File: src/rtl/core/vps_pkg.sv
// Shared types and constants for the vector pair similarity block.
package vps_pkg;

    localparam int ACC_W   = 48;
    localparam int Q_DEPTH = 4;
    localparam int Q_CNT_W = $clog2(Q_DEPTH + 1);
    localparam int Q_IDX_W = $clog2(Q_DEPTH);
    localparam int NL_W    = 13;
    localparam logic [NL_W-1:0] NL_RESET = 13'd300;

    // accumulator totals of one finished vector pair
    typedef struct packed {
        logic signed [ACC_W-1:0] dot;
        logic [ACC_W-1:0]        norm_a;
        logic [ACC_W-1:0]        norm_b;
        logic [ACC_W-1:0]        diff_sq;
    } t_snap;

    typedef enum logic [2:0] {
        ST_IDLE,
        ST_SQA,
        ST_SQB,
        ST_MUL,
        ST_DIVC,
        ST_DIVE,
        ST_SQE,
        ST_OUT
    } t_state;

endpackage

File: src/rtl/core/vps_front.sv
// Front end: element products and saturating accumulation, one pair per cycle while not full.
module vps_front import vps_pkg::*; #(
    parameter int ELEM_WIDTH = 16
) (
    input  logic                         i_clk,
    input  logic                         i_rst_n,
    input  logic                         push,
    output logic                         full,
    input  logic signed [ELEM_WIDTH-1:0] i_x_elem,
    input  logic signed [ELEM_WIDTH-1:0] i_y_elem,
    input  logic                         i_last_elem,
    input  logic [Q_CNT_W-1:0]           i_q_count,
    output logic                         o_q_push,
    output t_snap                        o_q_data
);

    localparam int PW = 2 * ELEM_WIDTH;
    localparam int SW = (PW + 2 > ACC_W + 1) ? PW + 2 : ACC_W + 1;

    logic                 r_s1_valid, r_s1_last;
    logic signed [PW-1:0] r_pxy;
    logic [PW-1:0]        r_pxx, r_pyy;
    logic [PW:0]          r_pdd;

    logic signed [ACC_W-1:0] r_dot;
    logic [ACC_W-1:0]        r_na, r_nb, r_dist;

    logic signed [PW-1:0]       m_xy, m_xx, m_yy;
    logic signed [ELEM_WIDTH:0] m_d;
    logic signed [PW+1:0]       m_dd;
    logic                       accept;

    // room is kept for the item in stage one and the one taken now
    always_comb begin
        full   = (Q_CNT_W'(32'(i_q_count) + 32'(r_s1_valid)) >= Q_CNT_W'(Q_DEPTH - 1));
        accept = push && !full;
        m_xy   = i_x_elem * i_y_elem;
        m_xx   = i_x_elem * i_x_elem;
        m_yy   = i_y_elem * i_y_elem;
        m_d    = {i_x_elem[ELEM_WIDTH-1], i_x_elem} - {i_y_elem[ELEM_WIDTH-1], i_y_elem};
        m_dd   = m_d * m_d;
    end

    // stage one: products
    always_ff @(posedge i_clk) begin
        if (!i_rst_n) begin
            r_s1_valid <= 1'b0;
        end else begin
            r_s1_valid <= accept;
        end
        if (accept) begin
            r_s1_last <= i_last_elem;
            r_pxy     <= m_xy;
            r_pxx     <= m_xx;
            r_pyy     <= m_yy;
            r_pdd     <= m_dd[PW:0];
        end
    end

    // stage two: saturating sums
    logic signed [SW-1:0] s_dot, smax, smin;
    logic [SW-1:0]        s_na, s_nb, s_dist, umax;
    logic signed [ACC_W-1:0] n_dot;
    logic [ACC_W-1:0]        n_na, n_nb, n_dist;

    always_comb begin
        smax   = {{(SW-ACC_W+1){1'b0}}, {(ACC_W-1){1'b1}}};
        smin   = {{(SW-ACC_W+1){1'b1}}, {(ACC_W-1){1'b0}}};
        umax   = {{(SW-ACC_W){1'b0}}, {ACC_W{1'b1}}};
        s_dot  = SW'(r_dot) + SW'(r_pxy);
        s_na   = SW'(r_na) + SW'(r_pxx);
        s_nb   = SW'(r_nb) + SW'(r_pyy);
        s_dist = SW'(r_dist) + SW'(r_pdd);
        n_dot  = (s_dot > smax) ? smax[ACC_W-1:0] :
                 (s_dot < smin) ? smin[ACC_W-1:0] : s_dot[ACC_W-1:0];
        n_na   = (s_na > umax) ? umax[ACC_W-1:0] : s_na[ACC_W-1:0];
        n_nb   = (s_nb > umax) ? umax[ACC_W-1:0] : s_nb[ACC_W-1:0];
        n_dist = (s_dist > umax) ? umax[ACC_W-1:0] : s_dist[ACC_W-1:0];
        o_q_push         = r_s1_valid && r_s1_last;
        o_q_data.dot     = n_dot;
        o_q_data.norm_a  = n_na;
        o_q_data.norm_b  = n_nb;
        o_q_data.diff_sq = n_dist;
    end

    always_ff @(posedge i_clk) begin
        if (!i_rst_n) begin
            r_dot  <= '0;
            r_na   <= '0;
            r_nb   <= '0;
            r_dist <= '0;
        end else if (r_s1_valid) begin
            if (r_s1_last) begin
                r_dot  <= '0;
                r_na   <= '0;
                r_nb   <= '0;
                r_dist <= '0;
            end else begin
                r_dot  <= n_dot;
                r_na   <= n_na;
                r_nb   <= n_nb;
                r_dist <= n_dist;
            end
        end
    end

endmodule

File: config.mk
export PLATFORM = sky130hd
export DESIGN_NAME = vps_front
export DESIGN_NICKNAME = d
export VERILOG_FILES = /design/src/rtl/core/vps_pkg.sv /design/src/rtl/core/vps_front.sv
export SDC_FILE = /design/constraint.sdc
export NUM_CORES = 2
export LEC_CHECK = 0
export BUFFER_PORTS_ARGS = -buffer_cell sky130_fd_sc_hd__clkbuf_2
export CAP_MARGIN = 40
export CORE_MARGIN = 1.5
export CORE_UTILIZATION = 60
export CTS_BUF_LIST = sky130_fd_sc_hd__clkbuf_2
export CTS_CLUSTER_DIAMETER = 50
export DETAILED_ROUTE_END_ITERATION = 10
export HOLD_SLACK_MARGIN = 0.08
export PLACE_DENSITY = 0.81
export SLEW_MARGIN = 25
export SYNTH_ARGS = -nofsm -noshare
export SYNTH_HDL_FRONTEND = slang
export SYNTH_SLANG_ARGS = --single-unit
export TNS_END_PERCENT = 50
File: constraint.sdc
create_clock -name i_clk -period 11.35 [get_ports i_clk]
set_input_delay 2.27 -clock i_clk [delete_from_list [all_inputs] [get_ports i_clk]]
set_output_delay 2.27 -clock i_clk [all_outputs]
set_load 0.005 [all_outputs]
Yosys cells after proc, flatten, opt, wreduce, memory -nomap -nowiden
Index checks and enable logic that the tools add are counted.
W data, S select, Z words.
Storage, ports and cells
  input port bits: 39
  word-level logic and storage cells: 38
  output and inout port bits: 194
  bits in registers: 323
Operators by class
  $lt $le $gt $ge: 6
  mux-type cells: 9
  $mul: 4
  reductions and logical operators: 3
  $add $sub $neg: 6
Operator list (count)
  $mux W48: 9
  $gt A49 B48 Y1 const B: 4
  $add A48 B32 Y49: 3
  $mul A16 B16 Y32: 3
  $add A48 B33 Y49: 1
  $lt A49 B48 Y1 const B: 1
  $mul A17 B17 Y33: 1
  $sub A16 B16 Y17: 1
  $add A3 B1 Y3: 1
  $ge A3 B2 Y1 const B: 1
  $logic_and A1 B1 Y1: 2
  $logic_not A1 Y1: 1

Depth between registers and ports, before layout
  depth in word-level cells: 5
  depth in mapped cells: 41
  depth with buffers taken out: 38

Worst setup path after synthesis
No wires, ideal clock.
  path type: input to register
  start point: input port i_x_elem[0]
  end point: register r_pdd[31] (data pin)
  arrival time: 11084 ps
  stages on the path: 39
  library setup time: 258 ps
  slack: 9 ps
  buffers on the path: 3
  required time: 11092 ps
  cells stage by stage: clkbuf_1 -> clkinv_1 -> clkbuf_1 -> ha_1 -> fa_1 -> nor2b_1 -> o21ai_0 -> a21boi_0 -> o21ai_0 -> a21boi_0 -> o21bai_1 -> and2_1 -> a21oi_1 -> nor2_1 -> xor2_1 -> inv_1 -> clkbuf_1 -> nand2_1 -> (+3 left out) -> fa_1 -> fa_1 -> fa_1 -> inv_1 -> fa_1 -> inv_1 -> ha_1 -> a21o_1 -> a21o_1 -> a21o_1 -> a21o_1 -> a21o_1 -> a21oi_1 -> o32ai_1 -> or4_1 -> a31o_2 -> a21oi_1 -> xnor2_1
On the way
  longest elaborated chain between the ends: 2
RTL lines
  start, declared: line vps_front.sv:9  | input logic signed [ELEM_WIDTH-1:0] i_x_elem,
  $sub A16 B16 Y17: line vps_front.sv:40  | m_d = {i_x_elem[ELEM_WIDTH-1], i_x_elem} - {i_y_elem[ELEM_WIDTH-1], i_y_elem};
  $mul A17 B17 Y33: line vps_front.sv:41  | m_dd = m_d * m_d;
  via m_dd[31]: line vps_front.sv:30  | logic signed [PW+1:0] m_dd;
  end signal, assigned: line vps_front.sv:56  | r_pdd <= m_dd[PW:0];
  end, declared: line vps_front.sv:23  | logic [PW:0] r_pdd;
The timed path passes the listed nets, and every way through them passes these cells.
A chain may end at the register's enable or synchronous reset.

Worst setup path in the final report
Same ends and word-level chain as after synthesis.

==> reports/results.txt <==
cell row count: 112
die width: 311 um
mean instance size in the synthesized netlist: 8.99 sq um
depth of the most critical reg-to-reg path: 14
Post-Synthesis Cell Area: 57000 sq um
H-tree levels: 3
number of buffers added on ports: 232
Critical Path End Type: flip-flop
top post-synthesis cells by area: sky130_fd_sc_hd__fa_1, sky130_fd_sc_hd__ha_1, sky130_fd_sc_hd__inv_1, sky130_fd_sc_hd__dfxtp_1, sky130_fd_sc_hd__edfxtp_1
number of maximum-capacitance constraint violations: 0
proportion of register bits with asynchronous set or reset after synthesis: 0%
die extent in y: 311 um
Die ar.: 96900 sq um
end of the worst register-to-register path: r_dot[45]$_SDFFE_PN0P_
CTS tree: built
Layout fillers: 7740
worst reg2reg path startpoint: r_pxy[31]$_DFFE_PP_
global-route wire length before repair: 247000 um
number of instances resized during post-cts repair: 0
number of synthesized flops with an enable pin: 127
Arr. time, crit path: 11.35 ns
footprint of the flip-flops and latches: 7680 sq um
most used flip-flop cell after synthesis: sky130_fd_sc_hd__dfxtp_1
clock latency at the later pin of the worst-skew pair: 1.21 ns
routability congestion estimate from global placement: 0.960
starting density of the core: 60.8%
count of pins over their slew limit: 0
outcome: completed
Max Root-Sink Buffers: 3
number of clock buffers inserted by TritonCTS: 89
Root Buffer Master: sky130_fd_sc_hd__clkbuf_2
normalized max-slew margin: 33.1%
most frequent cell on the critical path: sky130_fd_sc_hd__fa_1
Post-CTS Setup Bufs: 0
quantity of hold-fixing buffers added after cts: 0
placed wire-length estimate after detailed placement: 122000 um
Worst Hold Class: flip-flop to flip-flop
endpoints failing setup: 0
Seq cells post-synth: 320
Critical-path top delay cell: sky130_fd_sc_hd__xor2_1
required time worst endpoint: 12.31 ns
Gate Count Post-Synth: 6345
Finished Core Util: 64.8%
multi-input gate area in the final layout: 43600 sq um
delay of the slowest cell on the worst path: 0.60 ns
drt first-iter violations: 4072
worst slew pin tran: 0.996 ns
dominant cell type by area after synthesis: sky130_fd_sc_hd__fa_1
kind of start point of the critical path: input port
period utilisation layout: 91.5%
Max Clk Rate: 0.0963 GHz
global route total overflow: 0
final WL: 151000 um
Crit Path Category: input port to flip-flop
average wire per cell in the routed design: 19.2 um
Yosys warning total: 0
number of nets in the finished design: 8100
first drt pass iteration count: 8
fraction of post-synthesis cell area in the top cell type by area: 35.3%
area inside the core boundary: 93700 sq um
Synth-to-Final Area Change: 6.57%
clock edge transition at the registers on the reported setup and hold paths: 0.10 ns
count of final hold-check violations: 0
syn nets: 7901
setup slack on the worst flop-to-flop path: 6.31 ns
average via count per standard cell: 5.77
global-route usage over all layers: 32.0%
antenna viol nets, final: 0
io pins: 233
distinct cell type count of the synthesized netlist: 96
antenna violations before repair: 11
end point of the worst hold path: r_dot[0]$_SDFFE_PN0P_
CTS sink count: 320
worst clock skew: 0.0757 ns
cell count of the worst hold path: 2
vias post-DR: 45400
pin count of the biggest net entering global routing: 62
unrepaired setup endpoints after global routing: no
share of the yosys chip area belonging to registers: 13.5%
maximum fanout along the worst path: 8
# DRC: 0
proportion of layout cells with a drive suffix above 1: 8.79%
Final Critical Period: 10.39 ns
hold path startpoint: r_dot[0]$_SDFFE_PN0P_
vias in the first global route: 47400
## cells in the mapped netlist, types with 36 or more instances
master / instances
sky130_fd_sc_hd__nand3_1: 60
sky130_fd_sc_hd__clkbuf_1: 202
sky130_fd_sc_hd__nor3_1: 52
sky130_fd_sc_hd__nor2_1: 441
sky130_fd_sc_hd__dfxtp_1: 193
sky130_fd_sc_hd__a22o_1: 84
sky130_fd_sc_hd__a21o_1: 172
sky130_fd_sc_hd__xnor2_1: 199
sky130_fd_sc_hd__fa_1: 1007
sky130_fd_sc_hd__nand2_1: 691
sky130_fd_sc_hd__edfxtp_1: 127
sky130_fd_sc_hd__o21a_1: 41
sky130_fd_sc_hd__inv_1: 1285
sky130_fd_sc_hd__nand2b_1: 38
sky130_fd_sc_hd__xor2_1: 113
sky130_fd_sc_hd__and3_1: 41
sky130_fd_sc_hd__ha_1: 510
sky130_fd_sc_hd__a31oi_1: 36
sky130_fd_sc_hd__o211ai_1: 53
sky130_fd_sc_hd__nand4_1: 40
sky130_fd_sc_hd__o21ai_0: 188
sky130_fd_sc_hd__and2_1: 99
sky130_fd_sc_hd__a21oi_1: 271
## cell type report
| type | count | area share [%] |
|---|---|---|
| flip-flops and latches | 320 | 12.6 |
| diodes | 6 | 0.0247 |
| clock buffers | 137 | 1.13 |
| well taps | 1254 | 2.58 |
| clock inverters | 29 | 0.430 |
| inverters | 1300 | 8.03 |
| multi-input cells | 4487 | 71.7 |
| repair buffers | 346 | 3.46 |
## worst max-delay path by stage
stage | from | end | slack (ns) | cells after the start
after floorplan | i_x_elem[0] | r_pdd[31]$_DFFE_PP_ | 0.009 | 39
after global placement | i_x_elem[0] | r_pdd[31]$_DFFE_PP_ | 0.003 | 38
after detailed placement | i_x_elem[0] | r_pdd[31]$_DFFE_PP_ | -0.18 | 38
after CTS | i_x_elem[0] | r_pdd[31]$_DFFE_PP_ | 1.11 | 38
after global routing | i_x_elem[0] | r_pdd[31]$_DFFE_PP_ | 0.34 | 38
final | i_x_elem[0] | r_pdd[31]$_DFFE_PP_ | 0.96 | 38
## worst max-delay path: cells and delay by family
kind,cells,cell delay (ns)
AO/OA/AOI/OAI,15,2.88
XOR/XNOR,2,0.68
adder cells (fa/ha/maj),9,3.97
buffers and inverters,8,0.73
AND/OR/NAND/NOR,4,0.81
## state kept, by name, indices dropped and copies added, names as in the netlist, 31 cells and up
signal	cells
r_pxy	32
r_na	48
r_pyy	31
r_dot	48
r_dist	48
r_pdd	32
r_nb	48
r_pxx	31
## per-layer routing
layer / GRT usage, % / share of wire (%)
met3: 6.41 / 9.4
met5: 0 / 0.044
met4: 11.9 / 3.8
met1: 43.5 / 41
met2: 50.7 / 46
## per-stage QoR
step / std cells / instance area, sq um / worst slack (ns) / hold slack [ns] / setup TNS [ns]
after floorplan: 6345 / 57000 / 0.00887 / 0.430 / 0
after global placement: 7690 / 59600 / 0.00320 / 0.442 / 0
after detailed placement: 7697 / 59700 / -0.176 / 0.451 / -0.176
after CTS: 7863 / 60700 / 1.11 / 0.465 / 0
after global routing: 7878 / 60800 / 0.341 / 0.502 / 0
final: 7879 / 60800 / 0.963 / 0.469 / 0
## placed cells by master (no fill, tap or decap), types with 40 or more instances in the layout
master                        n
sky130_fd_sc_hd__o21a_1      41
sky130_fd_sc_hd__nor3_1      51
sky130_fd_sc_hd__o211ai_1    53
sky130_fd_sc_hd__a21oi_1    271
sky130_fd_sc_hd__ha_1       510
sky130_fd_sc_hd__buf_4      102
sky130_fd_sc_hd__dfxtp_1    193
sky130_fd_sc_hd__xor2_1     113
sky130_fd_sc_hd__a22o_1      84
sky130_fd_sc_hd__edfxtp_1   127
sky130_fd_sc_hd__o21ai_0    188
sky130_fd_sc_hd__xnor2_1    199
sky130_fd_sc_hd__nand4_1     40
sky130_fd_sc_hd__inv_1     1285
sky130_fd_sc_hd__clkbuf_2   369
sky130_fd_sc_hd__fa_1      1007
sky130_fd_sc_hd__and3_1      41
sky130_fd_sc_hd__nand3_1     59
sky130_fd_sc_hd__nor2_1     438
sky130_fd_sc_hd__and2_1      98
sky130_fd_sc_hd__nand2_1    691
sky130_fd_sc_hd__a21o_1     172
## cells by family (layout without fill, tap and decap cells)
family	after synthesis	after routing	synth area share [%]
XOR/XNOR	312	312	4.79
adder cells (fa/ha/maj)	1517	1517	46.5
multiplexers	14	14	0.268
AO/OA/AOI/OAI	1073	1073	12.6
buffers and inverters	1538	1812	10.2
flip-flops	320	320	13.5
AND/OR/NAND/NOR	1571	1571	12.2
other	0	6	0
Power is not shown: default switching activity piles up to over one toggle a cycle in this logic, so the estimate is an artifact.
