## config.mk

```make
export PLATFORM = sky130hd
export DESIGN_NAME = vps_back
export DESIGN_NICKNAME = d
export VERILOG_FILES = /design/src/rtl/core/vps_pkg.sv /design/src/rtl/core/vps_sqrt.sv /design/src/rtl/core/vps_div.sv /design/src/rtl/core/vps_back.sv
export SDC_FILE = /design/constraint.sdc
export NUM_CORES = 2
export LEC_CHECK = 0
export BUFFER_PORTS_ARGS = -buffer_cell sky130_fd_sc_hd__buf_2
export CORE_MARGIN = 4
export CORE_UTILIZATION = 64
export DETAILED_ROUTE_END_ITERATION = 6
export PLACE_DENSITY = 0.82
export SLEW_MARGIN = 10
export SYNTH_ARGS = -nofsm -noshare
export SYNTH_HDL_FRONTEND = slang
export SYNTH_SLANG_ARGS = --single-unit
export TNS_END_PERCENT = 5
```

## constraint.sdc

```tcl
create_clock -name i_clk -period 73.6 [get_ports i_clk]
set_clock_uncertainty 0.15 [all_clocks]
set_input_delay 11.04 -clock i_clk [delete_from_list [all_inputs] [get_ports i_clk]]
set_output_delay 11.04 -clock i_clk [all_outputs]
set_load 0.02 [all_outputs]
```

## src/rtl/core/vps_pkg.sv

```systemverilog
// Shared types and constants for the vector pair similarity block.
package vps_pkg;

    localparam int ACC_W   = 48;
    localparam int Q_DEPTH = 4;
    localparam int Q_CNT_W = $clog2(Q_DEPTH + 1);
    localparam int Q_IDX_W = $clog2(Q_DEPTH);
    localparam int NL_W    = 13;
    localparam logic [NL_W-1:0] NL_RESET = 13'd300;

    // accumulator totals of one finished vector pair
    typedef struct packed {
        logic signed [ACC_W-1:0] dot;
        logic [ACC_W-1:0]        norm_a;
        logic [ACC_W-1:0]        norm_b;
        logic [ACC_W-1:0]        diff_sq;
    } t_snap;

    typedef enum logic [2:0] {
        ST_IDLE,
        ST_SQA,
        ST_SQB,
        ST_MUL,
        ST_DIVC,
        ST_DIVE,
        ST_SQE,
        ST_OUT
    } t_state;

endpackage

```

## src/rtl/core/vps_sqrt.sv

```systemverilog
// Iterative integer square root, two radicand bits per cycle.
module vps_sqrt (
    input  logic        i_clk,
    input  logic        i_rst_n,
    input  logic        i_start,
    input  logic [63:0] i_rad,
    output logic        o_done,
    output logic [31:0] o_root
);

    logic [63:0] r_rad;
    logic [34:0] r_rem;
    logic [31:0] r_root;
    logic [4:0]  r_cnt;
    logic        r_busy, r_done;
    logic [34:0] rem2, trial;

    assign rem2   = {r_rem[32:0], r_rad[63:62]};
    assign trial  = {1'b0, r_root, 2'b01};
    assign o_done = r_done;
    assign o_root = r_root;

    always_ff @(posedge i_clk) begin
        if (!i_rst_n) begin
            r_busy <= 1'b0;
            r_done <= 1'b0;
            r_cnt  <= '0;
        end else begin
            r_done <= r_busy && (r_cnt == 5'd31);
            if (i_start) begin
                r_busy <= 1'b1;
                r_cnt  <= '0;
            end else if (r_busy) begin
                r_cnt <= r_cnt + 1'b1;
                if (r_cnt == 5'd31) r_busy <= 1'b0;
            end
        end
    end

    // restoring digit step
    always_ff @(posedge i_clk) begin
        if (i_start) begin
            r_rad  <= i_rad;
            r_rem  <= '0;
            r_root <= '0;
        end else if (r_busy) begin
            r_rad <= {r_rad[61:0], 2'b00};
            if (rem2 >= trial) begin
                r_rem  <= rem2 - trial;
                r_root <= {r_root[30:0], 1'b1};
            end else begin
                r_rem  <= rem2;
                r_root <= {r_root[30:0], 1'b0};
            end
        end
    end

endmodule

```

## src/rtl/core/vps_div.sv

```systemverilog
// Restoring divider, one quotient bit per cycle.
module vps_div (
    input  logic        i_clk,
    input  logic        i_rst_n,
    input  logic        i_start,
    input  logic [76:0] i_num,
    input  logic [61:0] i_den,
    output logic        o_done,
    output logic [76:0] o_quo
);

    logic [76:0] r_num, r_quo;
    logic [61:0] r_den;
    logic [62:0] r_rem, rem2;
    logic [6:0]  r_cnt;
    logic        r_busy, r_done;

    assign rem2   = {r_rem[61:0], r_num[76]};
    assign o_done = r_done;
    assign o_quo  = r_quo;

    always_ff @(posedge i_clk) begin
        if (!i_rst_n) begin
            r_busy <= 1'b0;
            r_done <= 1'b0;
            r_cnt  <= '0;
        end else begin
            r_done <= r_busy && (r_cnt == 7'd76);
            if (i_start) begin
                r_busy <= 1'b1;
                r_cnt  <= '0;
            end else if (r_busy) begin
                r_cnt <= r_cnt + 1'b1;
                if (r_cnt == 7'd76) r_busy <= 1'b0;
            end
        end
    end

    always_ff @(posedge i_clk) begin
        if (i_start) begin
            r_num <= i_num;
            r_den <= i_den;
            r_rem <= '0;
            r_quo <= '0;
        end else if (r_busy) begin
            r_num <= {r_num[75:0], 1'b0};
            if (rem2 >= {1'b0, r_den}) begin
                r_rem <= rem2 - {1'b0, r_den};
                r_quo <= {r_quo[75:0], 1'b1};
            end else begin
                r_rem <= rem2;
                r_quo <= {r_quo[75:0], 1'b0};
            end
        end
    end

endmodule

```

## src/rtl/core/vps_back.sv

```systemverilog
// Back end: roots, divisions and the result register, one vector pair at a time.
module vps_back import vps_pkg::*; (
    input  logic                    i_clk,
    input  logic                    i_rst_n,
    input  logic                    i_q_empty,
    input  t_snap                   i_q_data,
    output logic                    o_q_pop,
    input  logic [NL_W-1:0]         i_norm_length,
    output logic                    empty,
    input  logic                    pop,
    output logic [16:0]             o_cos_sim,
    output logic signed [18:0]      o_euclid_sim,
    output logic                    o_zero_norm
);

    t_state r_state, n_state;
    t_snap  r_snap;
    logic   r_zero, r_issued;
    logic [30:0] r_sa, r_sb;
    logic [61:0] r_p;
    logic [55:0] r_t;
    logic [16:0] r_cos;
    logic signed [18:0] r_eu;
    logic        r_out_valid;
    logic [16:0] r_out_cos;
    logic signed [18:0] r_out_eu;
    logic        r_out_zero;

    logic        sq_start, sq_done, dv_start, dv_done;
    logic [63:0] sq_rad;
    logic [31:0] sq_root;
    logic [76:0] dv_num, dv_quo;
    logic [61:0] dv_den;
    logic        head_zero, out_free;
    logic [47:0] mag;
    logic [NL_W-1:0] n_len;

    vps_sqrt u_sqrt (
        .i_clk   (i_clk),
        .i_rst_n (i_rst_n),
        .i_start (sq_start),
        .i_rad   (sq_rad),
        .o_done  (sq_done),
        .o_root  (sq_root)
    );

    vps_div u_div (
        .i_clk   (i_clk),
        .i_rst_n (i_rst_n),
        .i_start (dv_start),
        .i_num   (dv_num),
        .i_den   (dv_den),
        .o_done  (dv_done),
        .o_quo   (dv_quo)
    );

    assign head_zero = (i_q_data.norm_a == '0) || (i_q_data.norm_b == '0);
    assign out_free  = !r_out_valid || pop;
    assign mag       = r_snap.dot[47] ? 48'(-r_snap.dot) : 48'(r_snap.dot);
    assign n_len     = (i_norm_length == '0) ? NL_W'(1) : i_norm_length;

    // next state
    always_comb begin
        n_state = r_state;
        unique case (r_state)
            ST_IDLE: if (!i_q_empty) n_state = head_zero ? ST_DIVE : ST_SQA;
            ST_SQA:  if (sq_done) n_state = ST_SQB;
            ST_SQB:  if (sq_done) n_state = ST_MUL;
            ST_MUL:  n_state = ST_DIVC;
            ST_DIVC: if (dv_done) n_state = ST_DIVE;
            ST_DIVE: if (dv_done) n_state = ST_SQE;
            ST_SQE:  if (sq_done) n_state = ST_OUT;
            ST_OUT:  if (out_free) n_state = ST_IDLE;
            default: n_state = ST_IDLE;
        endcase
    end

    // unit starts and operand selection
    always_comb begin
        o_q_pop  = 1'b0;
        sq_start = 1'b0;
        dv_start = 1'b0;
        sq_rad   = '0;
        dv_num   = '0;
        dv_den   = '0;
        unique case (r_state)
            ST_IDLE: o_q_pop = !i_q_empty;
            ST_SQA: begin
                sq_start = !r_issued;
                sq_rad   = {2'b00, r_snap.norm_a, 14'd0};
            end
            ST_SQB: begin
                sq_start = !r_issued;
                sq_rad   = {2'b00, r_snap.norm_b, 14'd0};
            end
            ST_DIVC: begin
                dv_start = !r_issued;
                dv_num   = {mag, 29'd0};
                dv_den   = r_p;
            end
            ST_DIVE: begin
                dv_start = !r_issued;
                dv_num   = {21'd0, r_snap.diff_sq, 8'd0};
                dv_den   = {{(62-NL_W){1'b0}}, n_len};
            end
            ST_SQE: begin
                sq_start = !r_issued;
                sq_rad   = {8'd0, r_t};
            end
            default: ;
        endcase
    end

    // result arithmetic
    logic [20:0]        q_cap;
    logic signed [22:0] cos_w;
    logic [16:0]        cos_c;
    logic signed [29:0] eu_w;
    logic signed [18:0] eu_c;

    always_comb begin
        if ((|dv_quo[76:21]) || (dv_quo[20:0] > 21'h100000)) q_cap = 21'h100000;
        else q_cap = dv_quo[20:0];
        cos_w = r_snap.dot[47] ? (23'sd32768 - $signed({2'b00, q_cap}))
                               : (23'sd32768 + $signed({2'b00, q_cap}));
        if (cos_w < 0) cos_c = '0;
        else if (cos_w > 23'sd65536) cos_c = 17'd65536;
        else cos_c = cos_w[16:0];
        eu_w = 30'sd65536 - $signed({2'b00, sq_root[27:0]});
        // floor at -4.0
        eu_c = (eu_w < -30'sd262144) ? 19'h40000 : eu_w[18:0];
    end

    always_ff @(posedge i_clk) begin
        if (!i_rst_n) begin
            r_state     <= ST_IDLE;
            r_issued    <= 1'b0;
            r_out_valid <= 1'b0;
        end else begin
            r_state  <= n_state;
            r_issued <= (n_state == r_state) && (r_issued || sq_start || dv_start);
            if (r_state == ST_OUT && out_free) r_out_valid <= 1'b1;
            else if (pop) r_out_valid <= 1'b0;
        end
    end

    // datapath registers; the output beat is only reloaded once it is free
    always_ff @(posedge i_clk) begin
        if (r_state == ST_IDLE && !i_q_empty) begin
            r_snap <= i_q_data;
            r_zero <= head_zero;
            r_cos  <= 17'd32768;
        end
        if (r_state == ST_SQA && sq_done) r_sa <= sq_root[30:0];
        if (r_state == ST_SQB && sq_done) r_sb <= sq_root[30:0];
        if (r_state == ST_MUL) r_p <= r_sa * r_sb;
        if (r_state == ST_DIVC && dv_done) r_cos <= cos_c;
        if (r_state == ST_DIVE && dv_done) r_t <= dv_quo[55:0];
        if (r_state == ST_SQE && sq_done) r_eu <= eu_c;
        if (r_state == ST_OUT && out_free) begin
            r_out_cos  <= r_cos;
            r_out_eu   <= r_eu;
            r_out_zero <= r_zero;
        end
    end

    assign empty        = !r_out_valid;
    assign o_cos_sim    = r_out_cos;
    assign o_euclid_sim = r_out_eu;
    assign o_zero_norm  = r_out_zero;

endmodule

```

# [Word level (Yosys, flattened, before mapping)]
# Index checks and enable logic that the tools add are counted.
# W data, S select, Z words.
[totals] ff_bits=874 out_inout_bits=39 wordCells=126
[op_classes] add_sub_neg=8 multipliers=1 magnitude_cmp=6 eq_ne=10 n_mux=39 n_bitwise=1 reduce_logical=31
[op_table] cell="$pmux W62 S3" count=1
[op_table] cell="$mux W77" count=2
[op_table] cell="$pmux W77 S2" count=1
[op_table] cell="$mux W64" count=2
[op_table] cell="$pmux W62 S2" count=1
[op_table] cell="$logic_not A48 Y1" count=2
[op_table] cell="$mux W17" count=4
[op_table] cell="$ge A63 B62 Y1" count=1
[op_table] cell="$mul A31 B31 Y62" count=1
[op_table] cell="$mux W62" count=1
[op_table] cell="$sub A62 B62 Y62" count=1
[op_table] cell="$reduce_or A56 Y1" count=1
[op_table] cell="$mux W48" count=1
[op_table] cell="$neg A48 Y48" count=1
[op_table] cell="$ge A35 B34 Y1" count=1
[op_table] cell="$mux W33" count=1
[op_table] cell="$sub A33 B33 Y33" count=1
[op_table] cell="$lt A29 B19 Y1 const B" count=1
[op_table] cell="$sub A17 B28 Y29 const A" count=1
[op_table] cell="$mux W3" count=8
[op_table] cell="$pmux W3 S8" count=1
[op_table] cell="$gt A23 B18 Y1 const B" count=1
[op_table] cell="$lt A23 B1 Y1 const B" count=1
[op_table] cell="$mux W23" count=1
[op_table] cell="other kinds (23)" count=59

# [Logic depth before layout (Yosys ltp)]
[logic_depth] word_depth=9 depth_mapped=29

# [Hierarchy]
# Synthesis repeated with hierarchy kept, for this count alone.
[unflattened] cells_unflattened=7057 area_unflattened_um2=72697.2
[by_module_without_submodules] mod="vps_back" instances=1 cells_per_inst=4846 area_each_um2=50031.7 seq_area_each_um2=13492.9
[by_module_without_submodules] mod="vps_div" instances=1 cells_per_inst=1449 area_each_um2=14914.3 seq_area_each_um2=7136.8
[by_module_without_submodules] mod="vps_sqrt" instances=1 cells_per_inst=762 area_each_um2=7751.2 seq_area_each_um2=3363.2

# [Worst setup path before layout]
# Ideal clock, no wire load.
[synth_timing] path_kind="input-to-output" from="in i_q_empty" to="out o_q_pop" arrival_ns=30.192 required_time_ns=62.410 path_slack_ns=32.218 stages=1 path_cell_list="nor4_1"
[synth_via] elab_chain_len=2
[synth_lines] element="start, declared" line_no="vps_back.sv:5" source="input logic i_q_empty,"
[synth_lines] element="$logic_not A1 Y1" line_no="vps_back.sv:87" source="ST_IDLE: o_q_pop = !i_q_empty;"
[synth_lines] element="$mux W1" line_no="vps_back.sv:86" source="unique case (r_state)"
[synth_lines] element="end, declared" line_no="vps_back.sv:7" source="output logic o_q_pop,"
# No other way between the ends.

# [Worst setup path after layout]
# Ends and elaborated chain as after synthesis.

==> results.md <==
Critical path:
- The arrival time at the worst endpoint is 12,050 ps.
- For flop-to-flop paths, the worst setup slack is between 60,000 and 70,000 ps.
- The required time of the worst setup path is 62,410 ps.
- The launch instance of the worst register-to-register path is r_sb[8]$_DFFE_PP_.
- For the worst flop-to-flop path, the logic depth is 25.
- The critical register-to-register path endpoint is r_p[57]$_DFFE_PP_.
- The critical path class is primary input to output port.
- STA classifies the critical path endpoint as an output port.
- The worst setup path is launched from a primary input.
- The peak fanout along the critical path is 16.

Clock network:
- The post-cts hold buffer count is 0.
- The total number of H-tree levels is 3.
- The cell at the root of the clock tree is clkbuf_16.
- The number of buffers on the longest clock path is 3.
- The post-CTS repair timing setup buffer count is 0.
- In this run, post-CTS repair resized a total of 0 instances.
- The TritonCTS sink count is around 870.
- TritonCTS built the clock tree.
- Clock-pin slew was measured on the worst setup and hold paths at 60 ps.
- The clock insertion delay at the later pin of the skew report is ~700 ps.
- The number of buffers added by the clock tree synthesis step is 90.

Logic synthesis:
- edfxtp_1 takes more of the synthesized area than any other cell.
- The number of nets in the synthesized netlist is approximately 8,400.
- Of the synthesized area, sequential elements account for about a third.
- The distinct cell type count after synthesis is 86.
- Among all flip-flop cells after synthesis, the most frequent one is edfxtp_1.
- For this run, asynchronously set or reset flops after synthesis account for 0%.
- By area the synthesized netlist is led by edfxtp_1 27%, fa_1 24%, ha_1 6.4%.
- Synthesis produced between 7,000 and 8,000 cells.
- The average instance in the mapped netlist occupies a little over 10 µm².
- The number of flip-flops and latches in the synthesized netlist is ~870.
- The share of Yosys cell area claimed by the top area cell type is between 20% and 30%.
- The cell area after synthesis is 0.0711 mm².
- The yosys synthesis warning count is 0.
- The number of enable flip-flop cells after synthesis is roughly 640.

Drt:
- The routed length per instance is about 20 µm.
- The overall via count from detail_route is about 51,000.
- The number of detailed-routing iterations run before antenna repair is 6.
- The number of remaining DRC errors is 0.
- The total wire length is approximately 180,000 µm.
- The ratio of routed vias to standard cells is approximately 6.0.
- The number of nets with antenna violations after routing is 0.
- The initial detailed-routing violation count is between 4,000 and 5,000.

STA:
- The slew at the pin closest to its max-slew limit is around 1200 ps.
- The final-report max-slew violation count is 0.
- Setup repair after global routing left no endpoint under its margin.
- Of the available clock period, the critical path in the final layout requires between 30% and 40%.
- The final critical-path setup slack is between 50,000 and 60,000 ps.
- Static timing analysis puts the maximum clock frequency at 43.0 MHz.
- The final setup TNS is 0 ps.
- The worst slew margin relative to its limit is around a fifth.
- Setup violations remaining at the end of the flow were counted as 0.
- The post-layout minimum cycle time is between 20,000 and 25,000 ps.
- The final number of hold-violating endpoints was 0.

Floorplan:
- The die covers between 0.1 and 0.15 mm².
- The initial standard-cell utilization of the core is 64.8%.
- The x dimension of the die is between 300 and 400 µm.
- The floorplan step set the die height to around 340 µm.
- The floorplan step defined a core boundary enclosing approximately 0.11 mm².
- Pin placement for this block handled 248 I/O pins.
- Row generation in the floorplan step produced roughly 120 rows.

GRT:
- The most used routing layer in global routing is met2.
- The number of antenna violations at the first check in global routing is 1.
- Entering global routing, the biggest net connects 87 pins.
- The global routing met1 resource utilization is 40.0%.
- The sum of overflow across all layers after global routing is 0.
- The via count of the first global-routing pass was 53,200.
- The first global-routing pass estimated around 280,000 µm of wire.
- The met2 track demand over resource is 48.9%.
- The met3 global-route usage is 7.52%.
- The total routing usage reported by global routing is 30.3%.

Power and ir drop:
- The total power is about 1.3 mW.
- The sequential fraction of design power is approximately 43%.
- The fraction of power consumed by combinational cells is 21.8%.
- The share of power burned in the clock network is roughly a third.
- The analysis attributes to net switching a power of roughly 0.4 mW.
- The leakage power figure is 33.8 nW.
- The internal power component is 0.947 mW.
- The worst-case IR drop observed on VDD is roughly 0.026 mV.
- The switching power as a share of total power is roughly 30%.
- Dividing total power by cell area gives a power density of between 15 and 20 mW/mm².

Min path:
- The critical hold path startpoint is r_cos[9]$_SDFFCE_PP0P_.
- The number of cells on the worst hold path is 0.
- The worst hold endpoint is o_cos_sim[9]$_DFFE_PP_.
- The type of the worst min-delay path is register to register.

Flow run:
- The tool flagged a number of max-cap violations equal to 0.

Finish:
- The most common cell after layout, fill and taps aside is inv_1.
- Relative to the synthesized area, the layout overhead comes to 7.71%.
- The library cells used most frequently in the layout, excluding fill and tap cells, are 1,010 x inv_1, 838 x fa_1, 714 x nand2_1.
- The fill cell instance count of the final layout is between 7,000 and 8,000.
- The number of nets in the layout is roughly 8,500.
- After the flow finishes, the layout carries non-filler instances totaling 8,610.
- The fraction of final layout cells sized beyond drive strength 1 is approximately 7.4%.

Placed design:
- During placement, the flow inserted port buffers numbering between 200 and 250.
- Timing analysis after detailed placement gives a worst setup slack of 50,360 ps.
- The half-perimeter wire length after placement is 124,000 µm.
- The count of placed standard cells including taps is roughly 8,400.
- The final estimated routing congestion in global placement is 0.955.

Outcome:
- The flow ran to the end, and the final reports show no timing, DRC or antenna violations.
per-layer routing:
layer	wire length [µm]	vias up
met5	0	-
met4	7520	0
met3	17600	539
met2	82300	2463
met1	67700	25200
li1	-	23000
layout make-up:
class	count	area (µm²)	share of cell area (%)
Multi-Input combinational cell	4742	42100	55.0
Clock buffer	112	2380	3.12
Tap cell	1476	1850	2.41
Clock inverter	57	668	0.873
Antenna cell	1	2.50	0.00327
Timing Repair Buffer	341	1940	2.54
Inverter	1015	3810	4.98
Sequential cell	866	23800	31.1
flip-flops by register name, indices dropped and copies added (netlist names), 19 cells and up:
register and count:
r_snap 192, u_div.o_quo 77, u_sqrt.r_rem 33, u_div.r_num 69
r_t 56, r_eu 19, r_sb 31, u_div.r_rem 62
o_euclid_sim 19, r_sa 31, r_p 62, u_div.r_den 62
u_sqrt.o_root 32, u_sqrt.r_rad 64
through the flow:
| step | utilization (%) | cell area, µm² | hold WS (ps) |
|---|---|---|---|
| after global placement | 67.0 | 73500 | 251 |
| after CTS | 69.8 | 76500 | 268 |
| after global routing | 69.8 | 76500 | 272 |
| after floorplan | - | 71100 | 250 |
| final | 69.8 | 76500 | 267 |
| after detailed placement | 67.0 | 73500 | 255 |
worst max-delay path, stage by stage:
cell,delay (ps)
buf_2,100
nor4_2,320
buf_4,340
buf_2,230
cell usage after synthesis, types with 220 or more instances:
cell type  number
edfxtp_1      641
dfxtp_1       225
inv_1        1011
ha_1          361
fa_1          838
a21oi_1       298
and2_1        595
clkbuf_1      350
nand2_1       715
nor2_1        394
o21ai_0       233
mux2i_1       220
power by group through the flow:
| stage | clock network (mW) | logic [mW] | registers, mW |
|---|---|---|---|
| final | 0.467 | 0.291 | 0.579 |
| after global routing | 0.496 | 0.325 | 0.582 |
| after CTS | 0.475 | 0.288 | 0.578 |
| after detailed placement | 0 | 0.284 | 0.588 |
| after global placement | 0 | 0.277 | 0.587 |
| after floorplan | 0 | 0.225 | 0.584 |
kinds of logic after synthesis:
| logic type | synth area share (%) |
|---|---|
| AO/OA/AOI/OAI | 8.67 |
| buffers and inverters | 7.42 |
| XOR/XNOR | 2.69 |
| multiplexers | 3.21 |
| flip-flops | 33.4 |
| AND/OR/NAND/NOR | 14.6 |
| adder cells (fa/ha/maj) | 30.0 |
worst max-delay path by stage:
| stage | slack (ps) | end | cells past startpoint | startpoint |
|---|---|---|---|---|
| finish | 50360 | o_q_pop | 4 | i_q_empty |
| detailed placement | 50360 | o_q_pop | 4 | i_q_empty |
| floorplan | 32220 | o_q_pop | 1 | i_q_empty |
| CTS | 50350 | o_q_pop | 4 | i_q_empty |
| global route | 50320 | o_q_pop | 4 | i_q_empty |
| global placement | 50360 | o_q_pop | 4 | i_q_empty |
(Power assumes the default switching activity.)
