==> config.mk <==
export PLATFORM = sky130hd
export DESIGN_NAME = vps_queue
export DESIGN_NICKNAME = d
export VERILOG_FILES = /design/src/rtl/core/vps_pkg.sv /design/src/rtl/core/vps_queue.sv
export SDC_FILE = /design/constraint.sdc
export NUM_CORES = 1
export LEC_CHECK = 0
export ABC_AREA = 1
export BUFFER_PORTS_ARGS = -buffer_cell sky130_fd_sc_hd__buf_4
export CORE_MARGIN = 1.5
export CORE_UTILIZATION = 55
export DETAILED_ROUTE_END_ITERATION = 6
export GPL_ROUTABILITY_DRIVEN = 0
export GPL_TIMING_DRIVEN = 0
export PLACE_DENSITY = 0.85
export SLEW_MARGIN = 20
export SYNTH_ARGS = -nofsm -noshare
export SYNTH_HDL_FRONTEND = slang
export SYNTH_SLANG_ARGS = --single-unit
==> constraint.sdc <==
create_clock -name i_clk -period 13.9 [get_ports i_clk]
set_input_delay 0.695 -clock i_clk [delete_from_list [all_inputs] [get_ports i_clk]]
set_output_delay 0.695 -clock i_clk [all_outputs]
set_load 0.01 [all_outputs]
==> src/rtl/core/vps_pkg.sv <==
// Shared types and constants for the vector pair similarity block.
package vps_pkg;

    localparam int ACC_W   = 48;
    localparam int Q_DEPTH = 4;
    localparam int Q_CNT_W = $clog2(Q_DEPTH + 1);
    localparam int Q_IDX_W = $clog2(Q_DEPTH);
    localparam int NL_W    = 13;
    localparam logic [NL_W-1:0] NL_RESET = 13'd300;

    // accumulator totals of one finished vector pair
    typedef struct packed {
        logic signed [ACC_W-1:0] dot;
        logic [ACC_W-1:0]        norm_a;
        logic [ACC_W-1:0]        norm_b;
        logic [ACC_W-1:0]        diff_sq;
    } t_snap;

    typedef enum logic [2:0] {
        ST_IDLE,
        ST_SQA,
        ST_SQB,
        ST_MUL,
        ST_DIVC,
        ST_DIVE,
        ST_SQE,
        ST_OUT
    } t_state;

endpackage

==> src/rtl/core/vps_queue.sv <==
// Short queue of accumulator totals between front and back.
module vps_queue import vps_pkg::*; (
    input  logic               i_clk,
    input  logic               i_rst_n,
    input  logic               i_push,
    input  t_snap              i_data,
    input  logic               i_pop,
    output logic               o_empty,
    output t_snap              o_data,
    output logic [Q_CNT_W-1:0] o_count
);

    t_snap              r_mem [Q_DEPTH];
    logic [Q_IDX_W-1:0] r_wr, r_rd;
    logic [Q_CNT_W-1:0] r_cnt;
    logic               do_pop;

    assign o_empty = (r_cnt == '0);
    assign o_data  = r_mem[r_rd];
    assign o_count = r_cnt;
    assign do_pop  = i_pop && !o_empty;

    always_ff @(posedge i_clk) begin
        if (i_push) begin
            r_mem[r_wr] <= i_data;
        end
    end

    // pointers wrap over the power-of-two depth
    always_ff @(posedge i_clk) begin
        if (!i_rst_n) begin
            r_wr  <= '0;
            r_rd  <= '0;
            r_cnt <= '0;
        end else begin
            if (i_push) r_wr <= r_wr + 1'b1;
            if (do_pop) r_rd <= r_rd + 1'b1;
            case ({i_push, do_pop})
                2'b10:   r_cnt <= r_cnt + 1'b1;
                2'b01:   r_cnt <= r_cnt - 1'b1;
                default: r_cnt <= r_cnt;
            endcase
        end
    end

endmodule

* Word level (Yosys, flattened, before mapping)
Memory sizes are Yosys's and may differ from the RTL's. A register that Yosys moved wholly into a read port is not among the register bits.
Cells that the tools add are included.
** Word-level totals
- Memories :: 1
- Input port bits :: 196
- RAM bits :: 768
- Register bits after elaboration :: 7
- Output and inout bits :: 196
- Logic and storage cells :: 19
** Memories
- r_mem :: words 4, width 192, rd ports 1, clocked after Yosys merged registers in 1, wr ports 1, line vps_queue.sv:13 : t_snap r_mem [Q_DEPTH];
** Operators by class
- Equality and inequality tests :: 2
- $add $sub $neg :: 4
- Mux-type cells :: 5
- Reduce and logical (&&, ||, !) cells :: 4
** Operators with widths (number)
- $pmux W3 S2 :: 1
- $add A2 B1 Y2 const B :: 2
- $mux W2 :: 2
- $add A3 B1 Y3 const B :: 1
- $logic_not A3 Y1 :: 1
- $sub A3 B1 Y3 const B :: 1
- $eq A2 B1 Y1 const B :: 1
- $eq A2 B2 Y1 const B :: 1
- $mux W1 :: 2
- $reduce_bool A2 Y1 :: 1
- $logic_and A1 B1 Y1 :: 1
- $logic_not A1 Y1 :: 1

* Logic depth before layout (Yosys ltp)
Gate-level depths: netlist (run 1).
- Depth after elaboration :: 5
- Gate-level depth with buffers :: 13
- Depth with buffers taken out :: 13

* Worst setup path after synthesis (run 1)
No wires, ideal clock.
- Path type :: input to register
- Start :: input port i_push
- End :: memory r_mem[0][0] (netlist name), enable pin
- Required time :: 13356 ps
- Setup slack :: 8941 ps
- Stages :: 2
- Library setup time :: 544 ps
- Arrival :: 4416 ps
- Path buffers :: 0
- Path through :: nand2_1 -> inv_1
** Between the ends
- Cells in the longest elaborated chain, start to end :: 2
** Ends and longest elaborated chain
- start: declaration :: line vps_queue.sv:5 : input logic i_push,
- $mux W1 :: line vps_queue.sv:24 : if (i_push) begin
- $mux W1 (not written as such) :: line vps_queue.sv:25 : r_mem[r_wr] <= i_data;
- end: declaration :: line vps_queue.sv:13
Every way passes these cells.

==> results of run 1 <==
## layer usage
metal	global-route usage, %	vias to the layer above
met5	0	-
met4	10.45	2
met3	7.684	161
met2	45.43	1152
met1	34.84	9243
li1	-	8257
## logic make-up after synthesis
group,after synthesis,share of synthesized area (%)
buffers and inverters,147,3.160
adder cells (fa/ha/maj),6,0.2853
AND/OR/NAND/NOR,408,5.304
AO/OA/AOI/OAI,585,10.95
flip-flops,777,80.30
## cell usage in the layout (no fill, tap or decap), types with 10 or more instances in the layout
cell type / synthesis / routed
inv_1: 19 / 15
edfxtp_1: 768 / 768
o21ai_0: 272 / 272
buf_2: 22 / 22
clkbuf_2: 10 / 10
nand2_1: 15 / 15
buf_6: 32 / 32
o21ai_1: 116 / 116
clkinv_2: 0 / 14
nor2_1: 390 / 390
clkbuf_1: 51 / 57
o22ai_1: 192 / 192
clkbuf_16: 0 / 79
buf_4: 8 / 399
clkinv_1: 0 / 22
## path summary, 6_finish.rpt
| kind | from | endpoint | slack [ns] | cells after the start |
|---|---|---|---|---|
| worst max-delay path | flip-flop | o_data[28] | 10.62 | 5 |
| worst min-delay path | i_data[143] | r_mem[3][143] | 0.27 | 1 |
| worst max register to register | r_wr[0] | r_mem[0][90] | 11.82 | 5 |
| worst min register to register | r_rd[1] | flip-flop | 0.54 | 2 |
## through the flow
step	setup WS [ns]	instance area, um^2	utilization, %
6_report	10.62	35450	68.69
5_1_grt	10.52	35450	68.69
4_1_cts	10.61	35450	68.68
3_5_place_dp	11.30	32980	63.90
3_3_place_gp	5.879	32730	63.41
2_1_floorplan	8.941	28940	-
## power breakdown
| group | switching (uW) | leakage, uW | internal, uW |
|---|---|---|---|
| registers | 26.0 | 0.00713 | 2680 |
| logic | 805 | 0.00418 | 494 |
| clock network | 853 | 0.00121 | 1180 |
| total | 1680 | 0.0125 | 4360 |
## registers in the layout, summed over array words and instances, names as in the netlist, named ones only
name and count:
r_wr 2, r_mem 768, r_rd 2, o_count 3
## final cells by class
| class | instances | area (um^2) |
|---|---|---|
| inverter | 20 | 112.6 |
| clock inverter | 51 | 467.9 |
| buffer | 127 | 832.0 |
| timing repair buffer | 399 | 3156 |
| tap | 680 | 850.8 |
| antenna | 3 | 7.507 |
| clock buffer | 85 | 1999 |
| sequential | 777 | 23240 |
| fill | 3210 | 16160 |
| multi-input combinational | 999 | 4786 |
==> flow_summary.html, run 1 <==
<table>
<tr><th>Metric</th><th>Value</th></tr>
<tr><th colspan="2">Outcome</th></tr>
<tr><td>Status</td><td>finished, final reports clean</td></tr>
<tr><th colspan="2">Synthesis</th></tr>
<tr><td>Syn_nets</td><td>between 2000 and 2500</td></tr>
<tr><td>Cell area after synthesis</td><td>slightly below 0.03 mm^2</td></tr>
<tr><td>List of most frequent post-synthesis cells</td><td>edfxtp_1 (768), nor2_1 (390), o21ai_0 (272)</td></tr>
<tr><td>Primary FF master, synth</td><td>edfxtp_1</td></tr>
<tr><td>Distinct cell type count of the synthesized netlist</td><td>19</td></tr>
<tr><td>Async S/R FF share, synth</td><td>0%</td></tr>
<tr><td>Share of the yosys chip area belonging to registers</td><td>approximately 80%</td></tr>
<tr><td>Cell with the most instances after synthesis</td><td>edfxtp_1</td></tr>
<tr><td>Yosys top cell by area</td><td>edfxtp_1</td></tr>
<tr><td>Biggest area contributors in the synthesized netlist</td><td>edfxtp_1 (80%), nor2_1 (5.1%), o21ai_0 (4.7%)</td></tr>
<tr><td>Cell count after synthesis</td><td>just under 2000</td></tr>
<tr><td>Average footprint of a synthesized cell</td><td>about 15 um^2</td></tr>
<tr><td>Number of enable-type register cells in the synthesized netlist</td><td>768</td></tr>
<tr><td>#FFs+latches synth</td><td>just under 800</td></tr>
<tr><td>Area share of the largest cell type after synthesis</td><td>79.68%</td></tr>
<tr><td>Synth warnings</td><td>0</td></tr>
<tr><th colspan="2">Placed design</th></tr>
<tr><td>Placed Cells</td><td>approximately 3000</td></tr>
<tr><td>HPWL Detailed</td><td>around 46000 um</td></tr>
<tr><td>Buffers on Ports</td><td>391</td></tr>
<tr><th colspan="2">Worst hold path</th></tr>
<tr><td>Hold Path Class</td><td>input port to flip-flop</td></tr>
<tr><th colspan="2">CTS</th></tr>
<tr><td>Clock latency at the later pin of the worst-skew pair</td><td>about 0.61 ns</td></tr>
<tr><td>Clock root buffer</td><td>clkbuf_16</td></tr>
<tr><td>CTS buffer count</td><td>76</td></tr>
<tr><td>Post-cts repair resize count</td><td>0</td></tr>
<tr><td>Number of buffers inserted to repair setup after CTS</td><td>0</td></tr>
<tr><td>Worst-path clk slew</td><td>~0.060 ns</td></tr>
<tr><td>Maximum level of the CTS H-tree</td><td>3</td></tr>
<tr><td>Max Buffers Root-to-Sink</td><td>3</td></tr>
<tr><td>Clock sink count</td><td>slightly below 800</td></tr>
<tr><td>CTS tree</td><td>built</td></tr>
<tr><td>Hold bufs inserted after CTS</td><td>0</td></tr>
<tr><th colspan="2">Setup path</th></tr>
<tr><td>Arrival @ worst endpoint</td><td>about 2.6 ns</td></tr>
<tr><td>Required time at the endpoint of the critical path</td><td>13.20 ns</td></tr>
<tr><td>Stage delay of the slowest cell on the critical path</td><td>around 0.42 ns</td></tr>
<tr><td>Buffers and inverters on the worst path</td><td>3</td></tr>
<tr><td>Largest fanout on the critical path</td><td>10</td></tr>
<tr><td>Kind of start point of the critical path</td><td>flip-flop</td></tr>
<tr><td>Crit path max-delay family</td><td>buffers and inverters</td></tr>
<tr><td>Setup CP Type</td><td>flip-flop to output port</td></tr>
<tr><td>Cell Chain, Critical Path</td><td>buf_2 -&gt; clkbuf_1 -&gt; o21ai_0 -&gt; o22ai_1 -&gt; buf_4</td></tr>
<tr><td>CP endpoint kind</td><td>output port</td></tr>
<tr><td>Slowest stage cell, crit path</td><td>clkbuf_1</td></tr>
<tr><th colspan="2">Run</th></tr>
<tr><td>Max_cap viols</td><td>0</td></tr>
<tr><th colspan="2">Timing</th></tr>
<tr><td>Transition time at the pin with the least slew margin</td><td>between 0.6 and 0.7 ns</td></tr>
<tr><td>Maximum clock frequency</td><td>a little over 0.3 GHz</td></tr>
<tr><td>Final Cycle Share</td><td>approximately a quarter</td></tr>
<tr><td>Post-Route Setup TNS</td><td>0 ns</td></tr>
<tr><td>Final Hold Viols</td><td>0</td></tr>
<tr><td>Final-layout worst hold slack</td><td>between 0.2 and 0.3 ns</td></tr>
<tr><td>Number of pins exceeding their max-slew limit in the final report</td><td>0</td></tr>
<tr><td>Final Skew</td><td>0.01693 ns</td></tr>
<tr><td>Unrepaired setup endpoints after global routing</td><td>false</td></tr>
<tr><td>Count of endpoints failing setup in the final report</td><td>0</td></tr>
<tr><td>Final worst path period need</td><td>3.277 ns</td></tr>
<tr><td>Worst-case headroom to the max-slew limit</td><td>about 54%</td></tr>
<tr><th colspan="2">GRT</th></tr>
<tr><td>Via count of the first global-routing pass</td><td>between 15000 and 20000</td></tr>
<tr><td>Wire length of the first global-routing pass</td><td>between 100000 and 150000 um</td></tr>
<tr><td>Gr ovfl total</td><td>0</td></tr>
<tr><td>Pin count of the biggest net entering global routing</td><td>86</td></tr>
<tr><td>Antenna violations before repair</td><td>3</td></tr>
<tr><td>Global-route usage over all layers</td><td>27.54%</td></tr>
<tr><th colspan="2">Detailed routing</th></tr>
<tr><td>Top routing layer in use</td><td>met5</td></tr>
<tr><td>Total via count in the routed design</td><td>roughly 19000</td></tr>
<tr><td>DR DRC count</td><td>0</td></tr>
<tr><td>Count of nets left with antenna violations after detail routing</td><td>0</td></tr>
<tr><td>Average detailed-routed wire length per instance</td><td>roughly 24 um</td></tr>
<tr><td>Length of routed wiring on met1</td><td>between 20000 and 30000 um</td></tr>
<tr><td>WL final</td><td>between 70000 and 80000 um</td></tr>
<tr><td>Routed wire length on met2</td><td>37760 um</td></tr>
<tr><td>Met3 Wirelength</td><td>roughly 8500 um</td></tr>
<tr><td>Post-DR vias/cell</td><td>5.990</td></tr>
<tr><td>Number of iterations in the first detailed-routing pass</td><td>6</td></tr>
<tr><td>Drt first-iter violations</td><td>1835</td></tr>
<tr><th colspan="2">Floorplan</th></tr>
<tr><td>Horizontal die dimension</td><td>about 230 um</td></tr>
<tr><td>Count of standard-cell rows</td><td>between 80 and 90</td></tr>
<tr><td>Die ar.</td><td>between 0.05 and 0.06 mm^2</td></tr>
<tr><td>Core Region</td><td>~0.052 mm^2</td></tr>
<tr><td>Height of the chip</td><td>between 200 and 250 um</td></tr>
<tr><td>Starting density of the core</td><td>56.08%</td></tr>
<tr><td>IO Pins</td><td>392</td></tr>
<tr><th colspan="2">Layout</th></tr>
<tr><td>Final net count</td><td>2602</td></tr>
<tr><td>Final cell count without fillers</td><td>approximately 3100</td></tr>
<tr><td>Layout cell share with drive strength beyond 1</td><td>about a quarter</td></tr>
<tr><td>Area added between synthesis and finish</td><td>22.50%</td></tr>
<tr><th colspan="2">Power</th></tr>
<tr><td>Pwr per Cell Area</td><td>~170 mW/mm^2</td></tr>
<tr><td>Max IR drop VDD</td><td>0.1278 mV</td></tr>
<tr><td>Total power</td><td>approximately 6000 uW</td></tr>
<tr><td>Leakage power summed over all cells</td><td>approximately 0.013 uW</td></tr>
</table>
Power figures use the tool's default switching activity.
==> run 2, diff against run 1 <==
Settings changed: ABC_AREA 1 to 0, CORE_UTILIZATION 55 to 51, PLACE_DENSITY 0.85 to 0.83.
Clock period 13.9 ns to 3 ns, I/O delays scaled along.
==> flow_summary.html, run 2 <==
<table>
<tr><th>Metric</th><th>Value</th></tr>
<tr><th colspan="2">Layout</th></tr>
<tr><td>Commonest cells after routing, fill and taps aside</td><td>edfxtp_1 (768), buf_4 (392), dlygate4sd3_1 (196) (was edfxtp_1 (768), buf_4 (399), nor2_1 (390))</td></tr>
<tr><td>Largest reg by FF count</td><td>r_mem (unchanged)</td></tr>
<tr><td>Util after Layout</td><td>67.75% (was 68.69%)</td></tr>
<tr><td>Area added between synthesis and finish</td><td>31.33% (was 22.50%)</td></tr>
<tr><td>Final net count</td><td>1940 (was 2602)</td></tr>
<tr><td>Count of fill cells added during filler insertion</td><td>3173 (was 3210)</td></tr>
<tr><td>Max FFs per register</td><td>768 (unchanged)</td></tr>
<tr><td>Most common cell after layout, fill and taps aside</td><td>edfxtp_1 (unchanged)</td></tr>
<tr><td>Layout cell share with drive strength beyond 1</td><td>42.41% (was 23.92%)</td></tr>
<tr><th colspan="2">Outcome</th></tr>
<tr><td>Status</td><td>finished, final reports clean (unchanged)</td></tr>
<tr><th colspan="2">Detailed routing</th></tr>
<tr><td>Met3 Wirelength</td><td>5327 um (was 8497 um)</td></tr>
<tr><td>Drt first-iter violations</td><td>1105 (was 1835)</td></tr>
<tr><td>Number of iterations in the first detailed-routing pass</td><td>5 (was 6)</td></tr>
<tr><td>Average detailed-routed wire length per instance</td><td>25.61 um (was 24.12 um)</td></tr>
<tr><td>Length of routed wiring on met1</td><td>23040 um (was 27070 um)</td></tr>
<tr><td>WL final</td><td>65350 um (was 75750 um)</td></tr>
<tr><td>Top routing layer in use</td><td>met5 (unchanged)</td></tr>
<tr><td>Total via count in the routed design</td><td>14150 (was 18820)</td></tr>
<tr><td>Count of nets left with antenna violations after detail routing</td><td>0 (unchanged)</td></tr>
<tr><td>DR DRC count</td><td>0 (unchanged)</td></tr>
<tr><td>Routed wire length on met2</td><td>34640 um (was 37760 um)</td></tr>
<tr><td>Post-DR vias/cell</td><td>5.545 (was 5.990)</td></tr>
<tr><th colspan="2">Timing</th></tr>
<tr><td>Maximum clock frequency</td><td>~0.35 GHz</td></tr>
<tr><td>Final Cycle Share</td><td>~94%</td></tr>
<tr><td>Count of endpoints failing setup in the final report</td><td>0 (unchanged)</td></tr>
<tr><td>Final-layout worst hold slack</td><td>0.2925 ns (was 0.2728 ns)</td></tr>
<tr><td>Worst-case setup margin in the final layout</td><td>0.1721 ns (was 10.62 ns)</td></tr>
<tr><td>Final worst path period need</td><td>about 2.8 ns</td></tr>
<tr><td>Worst-case headroom to the max-slew limit</td><td>44.63% (was 53.99%)</td></tr>
<tr><td>Final Hold Viols</td><td>0 (unchanged)</td></tr>
<tr><td>Final Skew</td><td>0.01870 ns (was 0.01693 ns)</td></tr>
<tr><td>Transition time at the pin with the least slew margin</td><td>0.8305 ns (was 0.6902 ns)</td></tr>
<tr><td>Unrepaired setup endpoints after global routing</td><td>false (unchanged)</td></tr>
<tr><td>Number of pins exceeding their max-slew limit in the final report</td><td>0 (unchanged)</td></tr>
<tr><th colspan="2">Synthesis</th></tr>
<tr><td>Yosys top cell by area</td><td>edfxtp_1 (unchanged)</td></tr>
<tr><td>Syn_nets</td><td>1253 (was 2125)</td></tr>
<tr><td>List of most frequent post-synthesis cells</td><td>edfxtp_1 (768), mux4_2 (192), buf_12 (20) (was edfxtp_1 (768), nor2_1 (390), o21ai_0 (272))</td></tr>
<tr><td>#FFs+latches synth</td><td>777 (unchanged)</td></tr>
<tr><td>Primary FF master, synth</td><td>edfxtp_1 (unchanged)</td></tr>
<tr><td>Share of the yosys chip area belonging to registers</td><td>81.94% (was 80.30%)</td></tr>
<tr><td>Area share of the largest cell type after synthesis</td><td>81.31% (was 79.68%)</td></tr>
<tr><td>Number of enable-type register cells in the synthesized netlist</td><td>768 (unchanged)</td></tr>
<tr><td>Synth warnings</td><td>0 (unchanged)</td></tr>
<tr><td>Cell with the most instances after synthesis</td><td>edfxtp_1 (unchanged)</td></tr>
<tr><td>Average footprint of a synthesized cell</td><td>26.99 um^2 (was 15.05 um^2)</td></tr>
<tr><td>Distinct cell type count of the synthesized netlist</td><td>22 (was 19)</td></tr>
<tr><td>Cell area after synthesis</td><td>0.02836 mm^2 (was 0.02894 mm^2)</td></tr>
<tr><td>Async S/R FF share, synth</td><td>0% (unchanged)</td></tr>
<tr><td>Biggest area contributors in the synthesized netlist</td><td>edfxtp_1 (81%), mux4_2 (15%), buf_12 (1.4%) (was edfxtp_1 (80%), nor2_1 (5.1%), o21ai_0 (4.7%))</td></tr>
<tr><td>Cell count after synthesis</td><td>1051 (was 1923)</td></tr>
<tr><th colspan="2">Power</th></tr>
<tr><td>NetSw</td><td>7143 uW (was 1684 uW)</td></tr>
<tr><td>Max IR drop VDD</td><td>0.6667 mV (was 0.1278 mV)</td></tr>
<tr><td>Sequential cell fraction of total power</td><td>43.9% (was 44.8%)</td></tr>
<tr><td>Pint</td><td>21670 uW (was 4362 uW)</td></tr>
<tr><td>Comb power frac</td><td>22.1% (was 21.5%)</td></tr>
<tr><td>Switching portion of total power</td><td>24.79% (was 27.85%)</td></tr>
<tr><td>Clock network fraction of total power</td><td>34.0% (was 33.7%)</td></tr>
<tr><td>Leakage power summed over all cells</td><td>0.01267 uW (was 0.01252 uW)</td></tr>
<tr><td>Pwr per Cell Area</td><td>773.4 mW/mm^2 (was 170.5 mW/mm^2)</td></tr>
<tr><td>Total power</td><td>28810 uW (was 6045 uW)</td></tr>
<tr><th colspan="2">Placed design</th></tr>
<tr><td>Pre-CTS worst setup slack</td><td>0.6366 ns (was 11.30 ns)</td></tr>
<tr><td>HPWL Detailed</td><td>36630 um (was 46010 um)</td></tr>
<tr><td>Buffers on Ports</td><td>391 (unchanged)</td></tr>
<tr><th colspan="2">Floorplan</th></tr>
<tr><td>Core Region</td><td>0.05499 mm^2 (was 0.05161 mm^2)</td></tr>
<tr><td>Height of the chip</td><td>238.8 um (was 232.4 um)</td></tr>
<tr><td>Count of standard-cell rows</td><td>86 (was 83)</td></tr>
<tr><td>Horizontal die dimension</td><td>238.8 um (was 232.4 um)</td></tr>
<tr><td>Starting density of the core</td><td>51.59% (was 56.08%)</td></tr>
<tr><td>Die ar.</td><td>0.05704 mm^2 (was 0.05401 mm^2)</td></tr>
<tr><td>IO Pins</td><td>392 (unchanged)</td></tr>
<tr><th colspan="2">CTS</th></tr>
<tr><td>Maximum level of the CTS H-tree</td><td>3 (unchanged)</td></tr>
<tr><td>Clock latency at the later pin of the worst-skew pair</td><td>0.60 ns (was 0.61 ns)</td></tr>
<tr><td>Clock sink count</td><td>777 (unchanged)</td></tr>
<tr><td>Clock root buffer</td><td>clkbuf_16 (unchanged)</td></tr>
<tr><td>CTS buffer count</td><td>78 (was 76)</td></tr>
<tr><td>CTS tree</td><td>built (unchanged)</td></tr>
<tr><td>Max Buffers Root-to-Sink</td><td>3 (unchanged)</td></tr>
<tr><td>Worst-path clk slew</td><td>0.06 ns (about the same)</td></tr>
<tr><th colspan="2">Run</th></tr>
<tr><td>Max_cap viols</td><td>0 (unchanged)</td></tr>
<tr><th colspan="2">Setup path</th></tr>
<tr><td>CP endpoint kind</td><td>output port (unchanged)</td></tr>
<tr><td>Register-to-register setup slack</td><td>0.68 ns (was 11.82 ns)</td></tr>
<tr><td>R2r endpoint</td><td>r_mem[0][158] (was r_mem[0][90])</td></tr>
<tr><td>Required time at the endpoint of the critical path</td><td>2.85 ns (was 13.20 ns)</td></tr>
<tr><td>Worst-case reg-to-reg path depth</td><td>6 (was 5)</td></tr>
<tr><td>Largest fanout on the critical path</td><td>10 (unchanged)</td></tr>
<tr><td>Crit path max-delay family</td><td>buffers and inverters (unchanged)</td></tr>
<tr><td>Cell Chain, Critical Path</td><td>clkbuf_1 -&gt; buf_2 -&gt; mux4_2 -&gt; buf_4 (was buf_2 -&gt; clkbuf_1 -&gt; o21ai_0 -&gt; o22ai_1 -&gt; buf_4)</td></tr>
<tr><td>Kind of start point of the critical path</td><td>flip-flop (unchanged)</td></tr>
<tr><td>Slowest stage cell, crit path</td><td>clkbuf_1 (unchanged)</td></tr>
<tr><td>Stage delay of the slowest cell on the critical path</td><td>0.63 ns (was 0.42 ns)</td></tr>
<tr><td>Setup CP Type</td><td>flip-flop to output port (unchanged)</td></tr>
<tr><td>Launch point of the worst reg-to-reg path</td><td>r_wr[1] (was r_wr[0])</td></tr>
<tr><td>Buffers and inverters on the worst path</td><td>3 (unchanged)</td></tr>
<tr><td>Arrival @ worst endpoint</td><td>2.68 ns (was 2.58 ns)</td></tr>
<tr><th colspan="2">GRT</th></tr>
<tr><td>Via count of the first global-routing pass</td><td>15380 (was 18580)</td></tr>
<tr><td>Pin count of the biggest net entering global routing</td><td>48 (was 86)</td></tr>
<tr><td>Global-route usage over all layers</td><td>23.17% (was 27.54%)</td></tr>
<tr><td>Wire length of the first global-routing pass</td><td>96340 um (was 110200 um)</td></tr>
<tr><td>Gr ovfl total</td><td>0 (unchanged)</td></tr>
<tr><td>Antenna violations before repair</td><td>6 (was 3)</td></tr>
<tr><th colspan="2">Worst hold path</th></tr>
<tr><td>Hold Path Cell Cnt</td><td>2 (was 1)</td></tr>
<tr><td>End point of the most critical hold path</td><td>r_mem[2][62] (was r_mem[3][143])</td></tr>
<tr><td>Hold Path Class</td><td>input port to flip-flop (unchanged)</td></tr>
<tr><td>Launch instance of the worst min-delay path</td><td>i_data[62] (was i_data[143])</td></tr>
</table>
run 2: cell types whose count changed after synthesis, sizes merged, moves of 5 or more:
cell	previous run	this run
a21oi	5	0
and2	0	7
buf	66	40
clkbuf	61	3
inv	20	6
mux4	0	192
nand2	15	3
nor2	390	0
o21ai	388	5
o22ai	192	0
run 2: cell families after synthesis:
family | after synthesis | share of synthesized area, %
AOI/OAI and AO/OA | 7 | 0.1411
xor gates and xnor gates | 3 | 0.09265
DFF | 777 | 81.94
and+or+nand+nor | 16 | 0.3396
muxes | 193 | 15.28
adders and majority gates | 6 | 0.2911
buffers and inverters | 49 | 1.914
run 2: power groups by stage:
stage	logic, uW	registers (uW)	clock network [uW]
final	6370	12700	9780
after global routing	6730	12700	10400
after CTS	6400	12600	9910
after detailed placement	6100	12900	0
after global placement	5930	12900	0
after floorplan	3530	12800	0
run 2: area by class of cell:
cell class / count / area, um^2 / share of cell area [%]
Antenna cell: 5 / 12.51 / 0.03359
Buffer: 43 / 521.8 / 1.401
Clock buffer: 90 / 2061 / 5.532
Clock inverter: 51 / 516.7 / 1.387
Inverter: 6 / 22.52 / 0.06046
Multi-Input combinational cell: 225 / 4589 / 12.32
Sequential cell: 777 / 23240 / 62.39
Tap cell: 748 / 935.9 / 2.512
Timing Repair Buffer: 607 / 5350 / 14.36
run 2: worst max path at each step:
| stage | start | end | slack [ns] | cells after the start |
|---|---|---|---|---|
| floorplan | r_wr[0] | r_mem[2][0] | 0.67 | 3 |
| global placement | r_wr[0] | r_mem[0][132] | -0.41 | 3 |
| detailed placement | r_wr[0] | r_mem[0][133] | 0.64 | 6 |
| CTS | flip-flop | o_data[48] | 0.08 | 4 |
| global route | flip-flop | o_data[48] | 0.03 | 4 |
| finish | flip-flop | o_data[48] | 0.17 | 4 |
run 2: metrics by stage:
step	std cells	cell area, um^2	setup TNS [ns]
after global routing	2551	37250	0
after global placement	2190	32250	-279.72
after floorplan	1051	28370	0
final	2552	37250	0
after CTS	2547	37240	0
after detailed placement	2210	32700	0
run 2: what timing repair did:
| action | CTS | global route |
|---|---|---|
| setup endpoints to repair | 1 | 0 |
| buffers inserted | 0 | 0 |
| hold endpoints to repair | 777 | 0 |
| hold buffers | 196 | 0 |
| gates resized for setup | 1 | 0 |
run 2: worst register-to-register path: cells and delay by family, from the launching register on:
kind	cells	cell delay, ns
buffers and inverters	4	1.00
AND/OR/NAND/NOR	1	0.49
flip-flops	1	0.35
adder cells (fa/ha/maj)	1	0.14
run 2: layer usage:
layer	track usage (%)	vias up
met2	40.19	704
li1	-	5952
met5	0	-
met3	6.097	148
met1	27.78	7344
met4	9.014	2
